**src/hw/rtl/rrrp_pkg.sv**
```systemverilog
// shared constants, types and codes for the round robin replica placement block
`timescale 1ns / 1ps
`default_nettype none

package rrrp_pkg;

  // capacity
  localparam int MAX_NODES    = 64;
  localparam int MAX_REPLICAS = 8;

  // derived widths
  localparam int NODE_IDX_W = $clog2(MAX_NODES);
  localparam int CNT_W      = $clog2(MAX_NODES + 1);
  localparam int REP_N_W    = $clog2(MAX_REPLICAS + 1);
  localparam int MEM_AW     = NODE_IDX_W + 1;
  localparam int SH_W       = NODE_IDX_W + 1;
  localparam int MOD_STEP_W = $clog2(NODE_IDX_W + 1);

  // fixed field widths
  localparam int NODE_ID_W   = 16;
  localparam int SPACE_W     = 48;
  localparam int BLOCK_ID_W  = 48;
  localparam int BSIZE_W     = 32;
  localparam int REPL_W      = 4;
  localparam int CMP_W       = (CNT_W > REPL_W) ? CNT_W : REPL_W;
  localparam int IN_TDATA_W  = 72;
  localparam int OUT_TDATA_W = 64;
  localparam int CFG_IDX_W   = 1;
  localparam int CFG_DATA_W  = 32;

  // register indexes
  localparam logic [CFG_IDX_W-1:0] CFG_BLOCK_SIZE  = 1'b0;
  localparam logic [CFG_IDX_W-1:0] CFG_REPLICATION = 1'b1;

  // reset values
  localparam logic [BSIZE_W-1:0] BLOCK_SIZE_RST  = 32'd67108864;
  localparam logic [REPL_W-1:0]  REPLICATION_RST = 4'd3;

  // one finished list handed from front to back
  typedef struct packed {
    logic             bank;
    logic [CNT_W-1:0] kept;
  } job_t;

  // id store write request from the front
  typedef struct packed {
    logic                 en;
    logic [MEM_AW-1:0]    addr;
    logic [NODE_ID_W-1:0] data;
  } mem_wr_t;

  // back releases a bank when its list is placed
  typedef struct packed {
    logic valid;
    logic bank;
  } bank_done_t;

  typedef enum logic [1:0] {
    BK_IDLE,
    BK_MOD,
    BK_LOAD,
    BK_NONE
  } back_state_t;

endpackage

`default_nettype wire

```
**src/hw/rtl/rrrp_job_fifo.sv**
```systemverilog
// two-entry job queue between the front and the back
`timescale 1ns / 1ps
`default_nettype none

module rrrp_job_fifo (
  input  wire logic          clk,
  input  wire logic          rst_n,
  input  wire logic          push,
  input  wire rrrp_pkg::job_t push_job,
  input  wire logic          pop,
  output logic               job_valid,
  output rrrp_pkg::job_t     job
);
  import rrrp_pkg::*;

  job_t       slot_r [2];
  logic       wr_ptr_r, wr_ptr_nxt;
  logic       rd_ptr_r, rd_ptr_nxt;
  logic [1:0] cnt_r, cnt_nxt;
  logic       full;

  assign full      = (cnt_r == 2'd2);
  assign job_valid = (cnt_r != 2'd0);
  assign job       = slot_r[rd_ptr_r];

  // pointer and count update
  always_comb begin
    wr_ptr_nxt = push ? ~wr_ptr_r : wr_ptr_r;
    rd_ptr_nxt = pop  ? ~rd_ptr_r : rd_ptr_r;
    cnt_nxt    = cnt_r;
    if (push && !pop) begin
      cnt_nxt = cnt_r + 2'd1;
    end else if (!push && pop) begin
      cnt_nxt = cnt_r - 2'd1;
    end
  end

  always_ff @(posedge clk) begin
    if (!rst_n) begin
      wr_ptr_r <= 1'b0;
      rd_ptr_r <= 1'b0;
      cnt_r    <= 2'd0;
    end else begin
      wr_ptr_r <= wr_ptr_nxt;
      rd_ptr_r <= rd_ptr_nxt;
      cnt_r    <= cnt_nxt;
    end
  end

  // job storage
  always_ff @(posedge clk) begin
    if (push) begin
      slot_r[wr_ptr_r] <= push_job;
    end
  end

  a_no_overflow: assert property (@(posedge clk) disable iff (!rst_n) push |-> !full)
    else $error("job queue written while full");

  a_no_underflow: assert property (@(posedge clk) disable iff (!rst_n) pop |-> job_valid)
    else $error("job queue read while empty");

endmodule

`default_nettype wire

```
**src/hw/rtl/rrrp_front.sv**
```systemverilog
// front: takes node entries, filters eligible ones into a bank, closes a list on last
`timescale 1ns / 1ps
`default_nettype none

module rrrp_front (
  input  wire logic                               clk,
  input  wire logic                               rst_n,
  input  wire logic                               in_tvalid,
  output logic                                    in_tready,
  input  wire logic [rrrp_pkg::IN_TDATA_W-1:0]    in_tdata,
  input  wire logic                               in_tlast,
  input  wire logic [rrrp_pkg::BSIZE_W-1:0]       block_size,
  input  wire rrrp_pkg::bank_done_t               done,
  output rrrp_pkg::mem_wr_t                       wr,
  output logic                                    job_push,
  output rrrp_pkg::job_t                          job
);
  import rrrp_pkg::*;

  logic                 bank_r, bank_nxt;
  logic [1:0]           busy_r, busy_nxt;
  logic [CNT_W-1:0]     cnt_r, cnt_nxt;
  logic                 accept;
  logic                 eligible;
  logic [NODE_ID_W-1:0] node_id;
  logic                 node_alive;
  logic [SPACE_W-1:0]   node_space;

  // unpack the entry
  assign node_id    = in_tdata[NODE_ID_W-1:0];
  assign node_alive = in_tdata[NODE_ID_W];
  assign node_space = in_tdata[NODE_ID_W+SPACE_W:NODE_ID_W+1];

  // a bank is open for filling only once the back has released it
  assign in_tready = !busy_r[bank_r];
  assign accept    = in_tvalid && in_tready;

  // alive, enough space, and room left in the bank
  assign eligible = node_alive
                 && (node_space >= {{(SPACE_W-BSIZE_W){1'b0}}, block_size})
                 && (cnt_r < CNT_W'(MAX_NODES));

  assign wr.en   = accept && eligible;
  assign wr.addr = {bank_r, cnt_r[NODE_IDX_W-1:0]};
  assign wr.data = node_id;

  assign job_push = accept && in_tlast;
  assign job.bank = bank_r;
  assign job.kept = cnt_r + CNT_W'(wr.en);

  // fill count, bank select and bank busy flags
  always_comb begin
    cnt_nxt  = cnt_r;
    bank_nxt = bank_r;
    busy_nxt = busy_r;
    if (done.valid) begin
      busy_nxt[done.bank] = 1'b0;
    end
    if (accept) begin
      if (in_tlast) begin
        cnt_nxt          = '0;
        bank_nxt         = ~bank_r;
        busy_nxt[bank_r] = 1'b1;
      end else if (wr.en) begin
        cnt_nxt = cnt_r + CNT_W'(1);
      end
    end
  end

  always_ff @(posedge clk) begin
    if (!rst_n) begin
      cnt_r  <= '0;
      bank_r <= 1'b0;
      busy_r <= 2'b00;
    end else begin
      cnt_r  <= cnt_nxt;
      bank_r <= bank_nxt;
      busy_r <= busy_nxt;
    end
  end

  a_release_busy_only: assert property (@(posedge clk) disable iff (!rst_n)
    done.valid |-> busy_r[done.bank])
    else $error("back released a bank that was not handed over");

  a_count_bound: assert property (@(posedge clk) disable iff (!rst_n)
    cnt_r <= CNT_W'(MAX_NODES))
    else $error("bank fill count beyond capacity");

endmodule

`default_nettype wire

```
**src/hw/rtl/rrrp_back.sv**
```systemverilog
// back: id store, pointer remainder, round robin selection and result register
`timescale 1ns / 1ps
`default_nettype none

module rrrp_back (
  input  wire logic                               clk,
  input  wire logic                               rst_n,
  input  wire rrrp_pkg::mem_wr_t                  wr,
  input  wire logic                               job_valid,
  input  wire rrrp_pkg::job_t                     job,
  output logic                                    job_pop,
  input  wire logic [rrrp_pkg::REPL_W-1:0]        replication,
  output rrrp_pkg::bank_done_t                    done,
  output logic                                    out_tvalid,
  input  wire logic                               out_tready,
  output logic [rrrp_pkg::OUT_TDATA_W-1:0]        out_tdata,
  output logic                                    out_tuser,
  output logic                                    out_tlast
);
  import rrrp_pkg::*;

  // id store, two banks of MAX_NODES
  logic [NODE_ID_W-1:0] mem [2*MAX_NODES];
  logic [NODE_ID_W-1:0] rd_data_r;
  logic                 rd_en;
  logic [MEM_AW-1:0]    rd_addr;

  back_state_t          state_r, state_nxt;
  logic                 bank_r, bank_nxt;
  logic [CNT_W-1:0]     kept_r, kept_nxt;
  logic [REP_N_W-1:0]   n_r, n_nxt;
  logic [REP_N_W-1:0]   i_r, i_nxt;
  logic [NODE_IDX_W-1:0] idx_r, idx_nxt;
  logic [NODE_IDX_W-1:0] rem_r, rem_nxt;
  logic [MOD_STEP_W-1:0] step_r, step_nxt;
  logic [NODE_IDX_W-1:0] ptr_r, ptr_nxt;
  logic [BLOCK_ID_W-1:0] blk_r, blk_nxt;

  logic                  ov_r, ov_nxt;
  logic [BLOCK_ID_W-1:0] o_blk_r, o_blk_nxt;
  logic [NODE_ID_W-1:0]  o_node_r, o_node_nxt;
  logic                  o_none_r, o_none_nxt;
  logic                  o_last_r, o_last_nxt;

  logic                  out_free;
  logic [SH_W-1:0]       rem_sh;
  logic [SH_W-1:0]       rem_step;
  logic [REPL_W-1:0]     want;
  logic [CMP_W-1:0]      want_c, kept_c;
  logic [NODE_IDX_W-1:0] idx_inc;
  logic                  is_last_pick;

  assign out_free = !ov_r || out_tready;

  // replication clamped to one..MAX_REPLICAS
  always_comb begin
    if (replication == '0) begin
      want = REPL_W'(1);
    end else if ({1'b0, replication} > (REPL_W+1)'(MAX_REPLICAS)) begin
      want = REPL_W'(MAX_REPLICAS);
    end else begin
      want = replication;
    end
  end
  assign want_c = CMP_W'(want);
  assign kept_c = CMP_W'(job.kept);

  // one restoring remainder step of pointer mod kept
  assign rem_sh   = {rem_r, ptr_r[step_r]};
  assign rem_step = (rem_sh >= SH_W'(kept_r)) ? (rem_sh - SH_W'(kept_r)) : rem_sh;

  // next list position, wrapping at kept
  assign idx_inc = ({1'b0, idx_r} + SH_W'(1) == SH_W'(kept_r)) ? '0 : idx_r + NODE_IDX_W'(1);
  assign is_last_pick = (i_r + REP_N_W'(1) == n_r);

  // sequencer
  always_comb begin
    state_nxt  = state_r;
    bank_nxt   = bank_r;
    kept_nxt   = kept_r;
    n_nxt      = n_r;
    i_nxt      = i_r;
    idx_nxt    = idx_r;
    rem_nxt    = rem_r;
    step_nxt   = step_r;
    ptr_nxt    = ptr_r;
    blk_nxt    = blk_r;
    ov_nxt     = ov_r && !out_tready;
    o_blk_nxt  = o_blk_r;
    o_node_nxt = o_node_r;
    o_none_nxt = o_none_r;
    o_last_nxt = o_last_r;
    job_pop    = 1'b0;
    done.valid = 1'b0;
    done.bank  = bank_r;
    rd_en      = 1'b0;
    rd_addr    = {bank_r, idx_r};
    unique case (state_r)
      BK_IDLE: begin
        if (job_valid) begin
          job_pop  = 1'b1;
          bank_nxt = job.bank;
          kept_nxt = job.kept;
          n_nxt    = REP_N_W'((want_c < kept_c) ? want_c : kept_c);
          rem_nxt  = '0;
          step_nxt = MOD_STEP_W'(NODE_IDX_W - 1);
          state_nxt = (job.kept == '0) ? BK_NONE : BK_MOD;
        end
      end
      BK_MOD: begin
        rem_nxt  = rem_step[NODE_IDX_W-1:0];
        step_nxt = step_r - MOD_STEP_W'(1);
        if (step_r == '0) begin
          idx_nxt   = rem_step[NODE_IDX_W-1:0];
          i_nxt     = '0;
          rd_en     = 1'b1;
          rd_addr   = {bank_r, rem_step[NODE_IDX_W-1:0]};
          state_nxt = BK_LOAD;
        end
      end
      BK_LOAD: begin
        if (out_free) begin
          ov_nxt     = 1'b1;
          o_blk_nxt  = blk_r;
          o_node_nxt = rd_data_r;
          o_none_nxt = 1'b0;
          o_last_nxt = is_last_pick;
          idx_nxt    = idx_inc;
          if (is_last_pick) begin
            ptr_nxt    = idx_inc;
            blk_nxt    = blk_r + BLOCK_ID_W'(1);
            done.valid = 1'b1;
            state_nxt  = BK_IDLE;
          end else begin
            i_nxt   = i_r + REP_N_W'(1);
            rd_en   = 1'b1;
            rd_addr = {bank_r, idx_inc};
          end
        end
      end
      BK_NONE: begin
        if (out_free) begin
          ov_nxt     = 1'b1;
          o_blk_nxt  = '0;
          o_node_nxt = '0;
          o_none_nxt = 1'b1;
          o_last_nxt = 1'b1;
          done.valid = 1'b1;
          state_nxt  = BK_IDLE;
        end
      end
      default: state_nxt = BK_IDLE;
    endcase
  end

  // control registers
  always_ff @(posedge clk) begin
    if (!rst_n) begin
      state_r <= BK_IDLE;
      ptr_r   <= '0;
      blk_r   <= '0;
      ov_r    <= 1'b0;
    end else begin
      state_r <= state_nxt;
      ptr_r   <= ptr_nxt;
      blk_r   <= blk_nxt;
      ov_r    <= ov_nxt;
    end
  end

  // working and result payload registers
  always_ff @(posedge clk) begin
    bank_r   <= bank_nxt;
    kept_r   <= kept_nxt;
    n_r      <= n_nxt;
    i_r      <= i_nxt;
    idx_r    <= idx_nxt;
    rem_r    <= rem_nxt;
    step_r   <= step_nxt;
    o_blk_r  <= o_blk_nxt;
    o_node_r <= o_node_nxt;
    o_none_r <= o_none_nxt;
    o_last_r <= o_last_nxt;
  end

  // id store write and registered read
  always_ff @(posedge clk) begin
    if (wr.en) begin
      mem[wr.addr] <= wr.data;
    end
    if (rd_en) begin
      rd_data_r <= mem[rd_addr];
    end
  end

  assign out_tvalid = ov_r;
  assign out_tdata  = {o_node_r, o_blk_r};
  assign out_tuser  = o_none_r;
  assign out_tlast  = o_last_r;

  a_mod_nonzero: assert property (@(posedge clk) disable iff (!rst_n)
    (state_r == BK_MOD) |-> (kept_r != '0))
    else $error("remainder started with an empty list");

  a_done_to_idle: assert property (@(posedge clk) disable iff (!rst_n)
    done.valid |=> (state_r == BK_IDLE))
    else $error("bank released while placement still running");

endmodule

`default_nettype wire

```
**src/hw/rtl/round_robin_replica_placement.sv**
```systemverilog
// top level: configuration registers, front, job queue and back
//
// channel  dir  handshake              payload
// in_      in   in_tvalid/in_tready    tdata: node_id, node_alive, free space; tlast: last_node
// out_     out  out_tvalid/out_tready  tdata: block id, chosen_node; tuser: no_node; tlast: last
// cfg_     in   cfg_valid/cfg_ready    cfg_index, cfg_data; always ready
//
// node entries are taken one per cycle; the list fills one of two id banks
// after a last entry the back pops the job, reduces the pointer modulo the kept
// count one remainder bit per step, then gives one result per cycle unless the receiver stalls
// the front fills the other bank meanwhile and stalls only when both banks wait
// reset is synchronous; the id store needs no clearing, only filled entries are read
`timescale 1ns / 1ps
`default_nettype none

module round_robin_replica_placement (
  input  wire logic                                clk,
  input  wire logic                                rst_n,
  input  wire logic                                in_tvalid,
  output logic                                     in_tready,
  // node_id[15:0], node_alive[16], free space[64:17], zero fill[71:65]
  input  wire logic [rrrp_pkg::IN_TDATA_W-1:0]     in_tdata,
  input  wire logic                                in_tlast,
  output logic                                     out_tvalid,
  input  wire logic                                out_tready,
  // block id[47:0], chosen_node[63:48]
  output logic [rrrp_pkg::OUT_TDATA_W-1:0]         out_tdata,
  // no_node[0]
  output logic                                     out_tuser,
  output logic                                     out_tlast,
  input  wire logic                                cfg_valid,
  output logic                                     cfg_ready,
  input  wire logic [rrrp_pkg::CFG_IDX_W-1:0]      cfg_index,
  input  wire logic [rrrp_pkg::CFG_DATA_W-1:0]     cfg_data
);
  import rrrp_pkg::*;

  logic [BSIZE_W-1:0] block_size_r, block_size_nxt;
  logic [REPL_W-1:0]  replication_r, replication_nxt;

  mem_wr_t    wr;
  job_t       push_job;
  job_t       job;
  logic       job_push;
  logic       job_pop;
  logic       job_valid;
  bank_done_t done;

  assign cfg_ready = 1'b1;

  // configuration register decode
  always_comb begin
    block_size_nxt  = block_size_r;
    replication_nxt = replication_r;
    if (cfg_valid) begin
      unique case (cfg_index)
        CFG_BLOCK_SIZE:  block_size_nxt  = cfg_data[BSIZE_W-1:0];
        CFG_REPLICATION: replication_nxt = cfg_data[REPL_W-1:0];
        default: ;
      endcase
    end
  end

  always_ff @(posedge clk) begin
    if (!rst_n) begin
      block_size_r  <= BLOCK_SIZE_RST;
      replication_r <= REPLICATION_RST;
    end else begin
      block_size_r  <= block_size_nxt;
      replication_r <= replication_nxt;
    end
  end

  rrrp_front u_front (
    .clk        (clk),
    .rst_n      (rst_n),
    .in_tvalid  (in_tvalid),
    .in_tready  (in_tready),
    .in_tdata   (in_tdata),
    .in_tlast   (in_tlast),
    .block_size (block_size_r),
    .done       (done),
    .wr         (wr),
    .job_push   (job_push),
    .job        (push_job)
  );

  rrrp_job_fifo u_fifo (
    .clk       (clk),
    .rst_n     (rst_n),
    .push      (job_push),
    .push_job  (push_job),
    .pop       (job_pop),
    .job_valid (job_valid),
    .job       (job)
  );

  rrrp_back u_back (
    .clk         (clk),
    .rst_n       (rst_n),
    .wr          (wr),
    .job_valid   (job_valid),
    .job         (job),
    .job_pop     (job_pop),
    .replication (replication_r),
    .done        (done),
    .out_tvalid  (out_tvalid),
    .out_tready  (out_tready),
    .out_tdata   (out_tdata),
    .out_tuser   (out_tuser),
    .out_tlast   (out_tlast)
  );

endmodule

`default_nettype wire

```
**config.mk**
```make
export PLATFORM = sky130hd
export DESIGN_NAME = round_robin_replica_placement
export DESIGN_NICKNAME = d
export VERILOG_FILES = /design/src/hw/rtl/rrrp_pkg.sv /design/src/hw/rtl/rrrp_job_fifo.sv /design/src/hw/rtl/rrrp_front.sv /design/src/hw/rtl/rrrp_back.sv /design/src/hw/rtl/round_robin_replica_placement.sv
export SDC_FILE = /design/constraint.sdc
export NUM_CORES = 2
export LEC_CHECK = 0
export BUFFER_PORTS_ARGS = -buffer_cell sky130_fd_sc_hd__buf_4
export CORE_AREA = 4 4 372 649
export CTS_CLUSTER_DIAMETER = 60
export DETAILED_ROUTE_END_ITERATION = 12
export DIE_AREA = 0 0 376 653
export PLACE_DENSITY_LB_ADDON = 0.2
export SLEW_MARGIN = 25
export SYNTH_ARGS = -nofsm -noshare
export SYNTH_HDL_FRONTEND = slang
export SYNTH_HIERARCHICAL = 1
export SYNTH_SLANG_ARGS = --single-unit
```
**constraint.sdc**
```tcl
create_clock -name clk -period 11.7 [get_ports clk]
set_input_delay 1.17 -clock clk [delete_from_list [all_inputs] [get_ports clk]]
set_output_delay 1.17 -clock clk [all_outputs]
set_load 0.01 [all_outputs]
```
# --- Word level (Yosys, flattened, before mapping) ---
# Memories as Yosys holds them, arrays and structs flattened. A register that Yosys moved wholly into a read port is not among the register bits.
# Index checks and enable logic that the tools add are counted.
word_totals:
  register_bits: 204
  ram_bits: 2064
  in_bits: 111
  out_inout_bits: 69
  memories: 2
mem_list:
  columns: ["name", "depth", "word_bits", "read_ports", "rd_ports_with_merged_regs", "wr", "line_no", "text"]
  rows:
  - ["u_back.mem", 128, 16, 1, 1, 1, "rrrp_back.sv:23", "logic [NODE_ID_W-1:0] mem [2*MAX_NODES];"]
  - ["u_fifo.slot_r", 2, 8, 1, 1, 1, "rrrp_job_fifo.sv:16", "job_t slot_r [2];"]
classes:
  add_sub_neg: 10
  n_lt_le_gt_ge: 10
  n_eq_ne: 11
  mux: 71
  bitwise: 7
  reduce_logical: 38
ops:
  columns: ["operator", "count"]
  rows:
  - ["two-way mux 48 bit", 2]
  - ["one-hot mux 48 bit (2 select lines)", 1]
  - ["adder 48 x 1 -> 48 bit, second input constant", 1]
  - ["greater-or-equal comparator 48 x 32 -> 1 bit", 1]
  - ["two-way mux 6 bit", 8]
  - ["one-hot mux 6 bit (2 select lines)", 3]
  - ["two-way mux 16 bit", 2]
  - ["one-hot mux 16 bit (2 select lines)", 1]
  - ["two-way mux 1 bit", 24]
  - ["two-way mux 4 bit", 6]
  - ["two-way mux 2 bit", 11]
  - ["two-way mux 7 bit", 2]
  - ["AND reduction 2 bit", 6]
  - ["nonzero test 2 bit", 6]
  - ["logical AND 1 bit", 10]
  - ["AND reduction 3 bit", 3]
  - ["!= test 2 x 1 -> 1 bit, second input constant", 4]
  - ["one-hot mux 1 bit (2 select lines)", 4]
  - ["one-hot mux 2 bit (4 select lines)", 1]
  - ["one-hot mux 4 bit (2 select lines)", 1]
  - ["adder 6 x 1 -> 7 bit, second input constant", 1]
  - ["adder 7 x 1 -> 7 bit", 1]
  - ["adder 7 x 1 -> 7 bit, second input constant", 1]
  - ["== test 7 bit", 1]
  - ["other kinds (34)", 46]

# --- Logic depth before layout (Yosys ltp) ---
depth:
  ltp_word: 10
  depth_mapped: 21
  ltp_nobuf: 17

# --- Hierarchy ---
# The synthesis kept the hierarchy.
by_module_without_submodules:
  columns: ["mod", "instances", "cells_each", "area_per_inst_um2", "seq_area_each_um2"]
  rows:
  - ["rrrp_back", 1, 6408, 90023.8, 66033.3]
  - ["rrrp_front", 1, 225, 1711.6, 200.2]
  - ["round_robin_replica_placement", 1, 158, 1485.2, 720.7]
  - ["rrrp_job_fifo", 1, 46, 788.3, 580.6]

# --- Worst setup path before layout ---
# OpenSTA, ideal clock, no wires.
synth_path:
  path_type: "input port to flip-flop"
  startpoint: "in out_tready"
  endpoint: "reg u_front.busy_r[0]"
  setup_time_ps: 115
  t_arrival_ps: 4800
  t_required_ps: 11585
  slack_ps: 6785
  cell_stages: 7
  path_cell_list: "nor2b_1 -> nor2_1 -> and2_1 -> inv_1 -> o21ai_0 -> o21ai_0 -> and2_1"
synth_lines:
  columns: ["item", "line_no", "text"]
  rows:
  - ["start, declared", "round_robin_replica_placement.sv:25", "input wire logic out_tready,"]
  - ["end signal, assigned", "rrrp_front.sv:78", "busy_r <= busy_nxt;"]
  - ["end, declared", "rrrp_front.sv:21", "logic [1:0] busy_r, busy_nxt;"]

# --- Worst setup path after layout ---
layout_path:
  startpoint: "reg u_back.step_r[0]"
  endpoint: "reg u_back.rd_data_r[2] (read register of u_back.mem), data pin"
layout_via:
  elab_chain_cells: 6
  word_cells_on_any_way: 10
layout_lines:
  columns: ["item", "line_no", "text"]
  rows:
  - ["start, declared", "rrrp_back.sv:35", "logic [MOD_STEP_W-1:0] step_r, step_nxt;"]
  - ["start signal, assigned", "rrrp_back.sv:179", "step_r <= step_nxt;"]
  - ["binary-select mux 1 bit (select 3 bit)", "rrrp_back.sv:69", "assign rem_sh = {rem_r, ptr_r[step_r]};"]
  - ["two-way mux 1 bit (not written as such)", "rrrp_back.sv:69", null]
  - ["subtractor 6 bit or greater-or-equal comparator 7 bit (tied branches)", "rrrp_back.sv:70", "assign rem_step = (rem_sh >= SH_W'(kept_r)) ? (rem_sh - SH_W'(kept_r)) : rem_sh;"]
  - ["two-way mux 6 bit", "rrrp_back.sv:70", null]
  - ["two-way mux 6 bit", "rrrp_back.sv:113", "if (step_r == '0) begin"]
  - ["one-hot mux 6 bit (2 select lines)", "rrrp_back.sv:98", "unique case (state_r)"]
  - ["end, declared", "rrrp_back.sv:24", "logic [NODE_ID_W-1:0] rd_data_r;"]
# Several ways; a longest one is shown, not always the timed one. The select of a mux whose other input is x is not followed.
# A chain may end at the register's enable or synchronous reset.

==> reports/summary.txt <==
detailed-router iteration count before antenna repair -> 7
Synth Area per Inst -> 13.8 sq um
area grow syn2layout -> 12.5%
global placement routability congestion -> 0.919
cell with the most instances after synthesis -> sky130_fd_sc_hd__edfxtp_1
drt first-iter violations -> 6718
Fin Setup TNS -> 0 ns
DR WL/cell -> 32.8 um
Starting Density -> 39.8%
num rows -> 236
via count of the first global-routing pass -> 61.1k
core footprint -> 236000 sq um
hold path depth -> 2
Design Power -> 29.2 mW
worst hold slack -> 0.456 ns
number of max-slew violations in the final report -> 0
via/cell ratio -> 6.12
number of buffers created by CTS -> 204
status -> completed
Hold Buf Count CTS -> 0
number of enable-type register cells in the synthesized netlist -> 2177
required time at the endpoint of the critical path -> 12.27 ns
Crit Path Max Fanout -> 40
endpoint class of the critical path -> register
share of post-route cells with drive strength above 1 -> 12.4%
Clk pin slew, worst setup/hold paths -> 0.07 ns
post-synth top area cell -> sky130_fd_sc_hd__edfxtp_1
I/O pin count -> 180
critical path arrival -> 8.30 ns
Max transition margin -> 19.2%
cells resized by post-CTS repair -> 0
I/O Buffers -> 171
global routing usage summed across all routing layers -> 26.8%
first-pass GRT wire length -> 468000 um
transition time at the pin with the least slew margin -> 1.20 ns
WS Path Type -> register to register
combined area of the multi-input logic cells -> 24300 sq um
primary flip-flop cell chosen by synthesis mapping -> sky130_fd_sc_hd__edfxtp_1
Routed Wire Length -> 338000 um
main area contributors after synthesis -> sky130_fd_sc_hd__edfxtp_1 70%, sky130_fd_sc_hd__nand2_1 3.8%, sky130_fd_sc_hd__a211oi_1 3.3%
number of flip-flops and latches in the synthesized netlist -> 2285
YS warnings -> 6
die outline height -> 653 um
min Tclk post-route -> 7.73 ns
post-placement cell count -> 9903
clock tree root driver cell -> sky130_fd_sc_hd__clkbuf_16
max-capacitance violation count -> 0
highest ir drop seen on vdd -> 0.258 mV
detailed placer's ending HPWL -> 208000 um
synthesized netlist cell count -> 6837
register area -> 67500 sq um
Die Outline Area -> 246000 sq um
number of standard cells in the layout, taps in and fillers out -> 10.3k
distinct cell type count of the synthesized netlist -> 111
Max Clock Skew -> 0.0501 ns
unrepaired setup endpoints after global routing -> false
cell area after technology mapping -> 94000 sq um
leakage dissipation -> 33.8 nW
area share of the largest cell type after synthesis -> 69.5%
kind of start point of the critical path -> register
Post-Synthesis Net Count -> 7004
maximum number of pins on one net before global-route repair -> 138
Final Hold Violating Endpoints -> 0
total congestion overflow -> 0
count of fill cells added during filler insertion -> 21.1k
Final period util -> 66.1%
clock tree buffer depth -> 4
clock tree from TritonCTS -> done
die width -> 376 um
share of synthesized registers carrying an async set or reset -> 0%
H-tree levels -> 4
power density over cell area -> 276 nW/um^2
share of the yosys chip area belonging to registers -> 71.8%
class of the worst hold path -> register to register
number of vias in the routed layout -> 63.1k
DRT antenna net count -> 0
Final Net Count -> 7183
number of cells traversed by the worst register-to-register path -> 18
number of setup buffers added after CTS -> 0
clock sink count -> 2285
highest clock frequency the design can meet -> 129 MHz
Post-synth top cells -> 2177 x sky130_fd_sc_hd__edfxtp_1, 957 x sky130_fd_sc_hd__nand2_1, 451 x sky130_fd_sc_hd__nor2_1
DRC violation count after routing -> 0
antenna violations before repair -> 33
Setup violations, final -> 0
source-to-sink clock delay at the later pin of the worst-skew pair -> 0.88 ns
## routing by layer
layer | share of wire (%) | wire, um | track usage [%] | up-vias
met5 | 0.032 | 108 | 0 | -
met4 | 9.5 | 32200 | 21.5 | 16
met3 | 7.4 | 25000 | 4.09 | 971
met2 | 49 | 165000 | 45.6 | 3231
met1 | 34 | 115000 | 29.9 | 32200
li1 | - | - | - | 26700
## logic make-up (layout without fill, tap and decap cells)
kind of cell | count (synthesis) | after routing | share of synthesized area (%)
buf+inv | 538 | 871 | 2.92
other cells | 1 | 48 | 0.00399
flops | 2285 | 2285 | 71.8
fa+ha+maj | 56 | 56 | 0.753
compound gates | 1600 | 1600 | 11.7
simple gates | 2103 | 2103 | 9.93
mux | 182 | 182 | 2.16
xor+xnor | 72 | 72 | 0.724
## metrics by stage
| step | instance area (sq um) | worst slack [ns] | utilization (%) |
|---|---|---|---|
| 6_report | 106000 | 3.97 | 44.8 |
| 5_1_grt | 106000 | 3.95 | 44.8 |
| 4_1_cts | 106000 | 4.15 | 44.8 |
| 3_5_place_dp | 99400 | 4.15 | 42.1 |
| 3_3_place_gp | 99300 | 4.17 | 42.1 |
| 2_1_floorplan | 94000 | 6.78 | - |
## cell usage in the layout, fill, tap and decap left out, types with 26 or more instances in the layout
cell type / instances
sky130_fd_sc_hd__a211o_1: 66
sky130_fd_sc_hd__a211oi_1: 414
sky130_fd_sc_hd__a21oi_1: 206
sky130_fd_sc_hd__a22oi_1: 26
sky130_fd_sc_hd__a31oi_1: 152
sky130_fd_sc_hd__a32oi_1: 29
sky130_fd_sc_hd__and3_1: 37
sky130_fd_sc_hd__buf_4: 424
sky130_fd_sc_hd__clkbuf_1: 49
sky130_fd_sc_hd__clkbuf_16: 209
sky130_fd_sc_hd__clkinv_1: 41
sky130_fd_sc_hd__clkinv_2: 30
sky130_fd_sc_hd__dfxtp_1: 108
sky130_fd_sc_hd__diode_2: 47
sky130_fd_sc_hd__edfxtp_1: 2177
sky130_fd_sc_hd__ha_1: 54
sky130_fd_sc_hd__inv_1: 68
sky130_fd_sc_hd__mux2_2: 36
sky130_fd_sc_hd__mux2i_1: 132
sky130_fd_sc_hd__nand2_1: 951
sky130_fd_sc_hd__nand3_1: 230
sky130_fd_sc_hd__nand4_1: 53
sky130_fd_sc_hd__nor2_1: 408
sky130_fd_sc_hd__nor2_2: 28
sky130_fd_sc_hd__nor2b_1: 83
sky130_fd_sc_hd__nor3_1: 121
sky130_fd_sc_hd__nor4_1: 40
sky130_fd_sc_hd__o2111ai_1: 29
sky130_fd_sc_hd__o211ai_1: 55
sky130_fd_sc_hd__o21ai_0: 263
sky130_fd_sc_hd__o22ai_1: 83
sky130_fd_sc_hd__o31ai_1: 30
sky130_fd_sc_hd__xnor2_1: 28
sky130_fd_sc_hd__xor2_1: 40
## registers in the layout, summed over array words and instances (netlist names), 7 cells and up, named ones only
| name | flops |
|---|---|
| u_fifo/slot_r | 16 |
| u_front/cnt_r | 7 |
| u_back/kept_r | 7 |
| u_back/o_node_r | 16 |
| u_back/o_blk_r | 48 |
| u_back/blk_r | 48 |
| u_back/mem | 2048 |
| u_back/rd_data_r | 16 |
| block_size_r | 32 |
## layout make-up
| class | count | share of cell area [%] |
|---|---|---|
| clock inverters | 98 | 0.687 |
| well taps | 3094 | 3.66 |
| diodes | 47 | 0.111 |
| inverters | 69 | 0.245 |
| multi-input cells | 4014 | 22.9 |
| clock buffers | 262 | 5.17 |
| repair buffers | 442 | 3.34 |
| flip-flops and latches | 2285 | 63.8 |
## report_power, final
group	total [mW]	switching, mW	internal, mW	leakage (nW)
Clock	6.49	3.00	3.49	3.00
Combinational	13.4	10.2	3.22	10.3
Sequential	9.28	0.104	9.18	20.5
Total	29.2	13.3	15.9	33.8
## path summary, 6_finish.rpt
path                                                startpoint                            end  slack (ns)
worst max-delay path            u_back/step_r[0]$_SDFFCE_PN1P_  u_back/rd_data_r[2]$_DFFE_PP_        3.97
worst max register to register  u_back/step_r[0]$_SDFFCE_PN1P_  u_back/rd_data_r[2]$_DFFE_PP_        3.97
worst min-delay path             block_size_r[23]$_SDFFE_PN0P_  block_size_r[23]$_SDFFE_PN0P_        0.46
worst min register to register   block_size_r[23]$_SDFFE_PN0P_  block_size_r[23]$_SDFFE_PN0P_        0.46
## critical path, stage by stage (launching register included)
cell                        delay, ns
sky130_fd_sc_hd__edfxtp_1        0.44
sky130_fd_sc_hd__mux4_2          0.53
sky130_fd_sc_hd__o2bb2ai_1       0.22
sky130_fd_sc_hd__inv_1           0.10
sky130_fd_sc_hd__ha_1            0.27
sky130_fd_sc_hd__nand2b_1        0.16
sky130_fd_sc_hd__a31oi_1         0.46
sky130_fd_sc_hd__o21ai_1         0.33
sky130_fd_sc_hd__a211oi_1        0.62
sky130_fd_sc_hd__a211oi_4        0.11
sky130_fd_sc_hd__buf_4           0.41
sky130_fd_sc_hd__buf_4           0.45
sky130_fd_sc_hd__a21oi_4         0.58
sky130_fd_sc_hd__buf_4           0.67
sky130_fd_sc_hd__a31oi_1         0.16
sky130_fd_sc_hd__nand4_1         0.27
sky130_fd_sc_hd__nand4_1         0.44
sky130_fd_sc_hd__nor4b_1         0.88
sky130_fd_sc_hd__o211ai_1        0.20
Power figures use the tool's default switching activity.
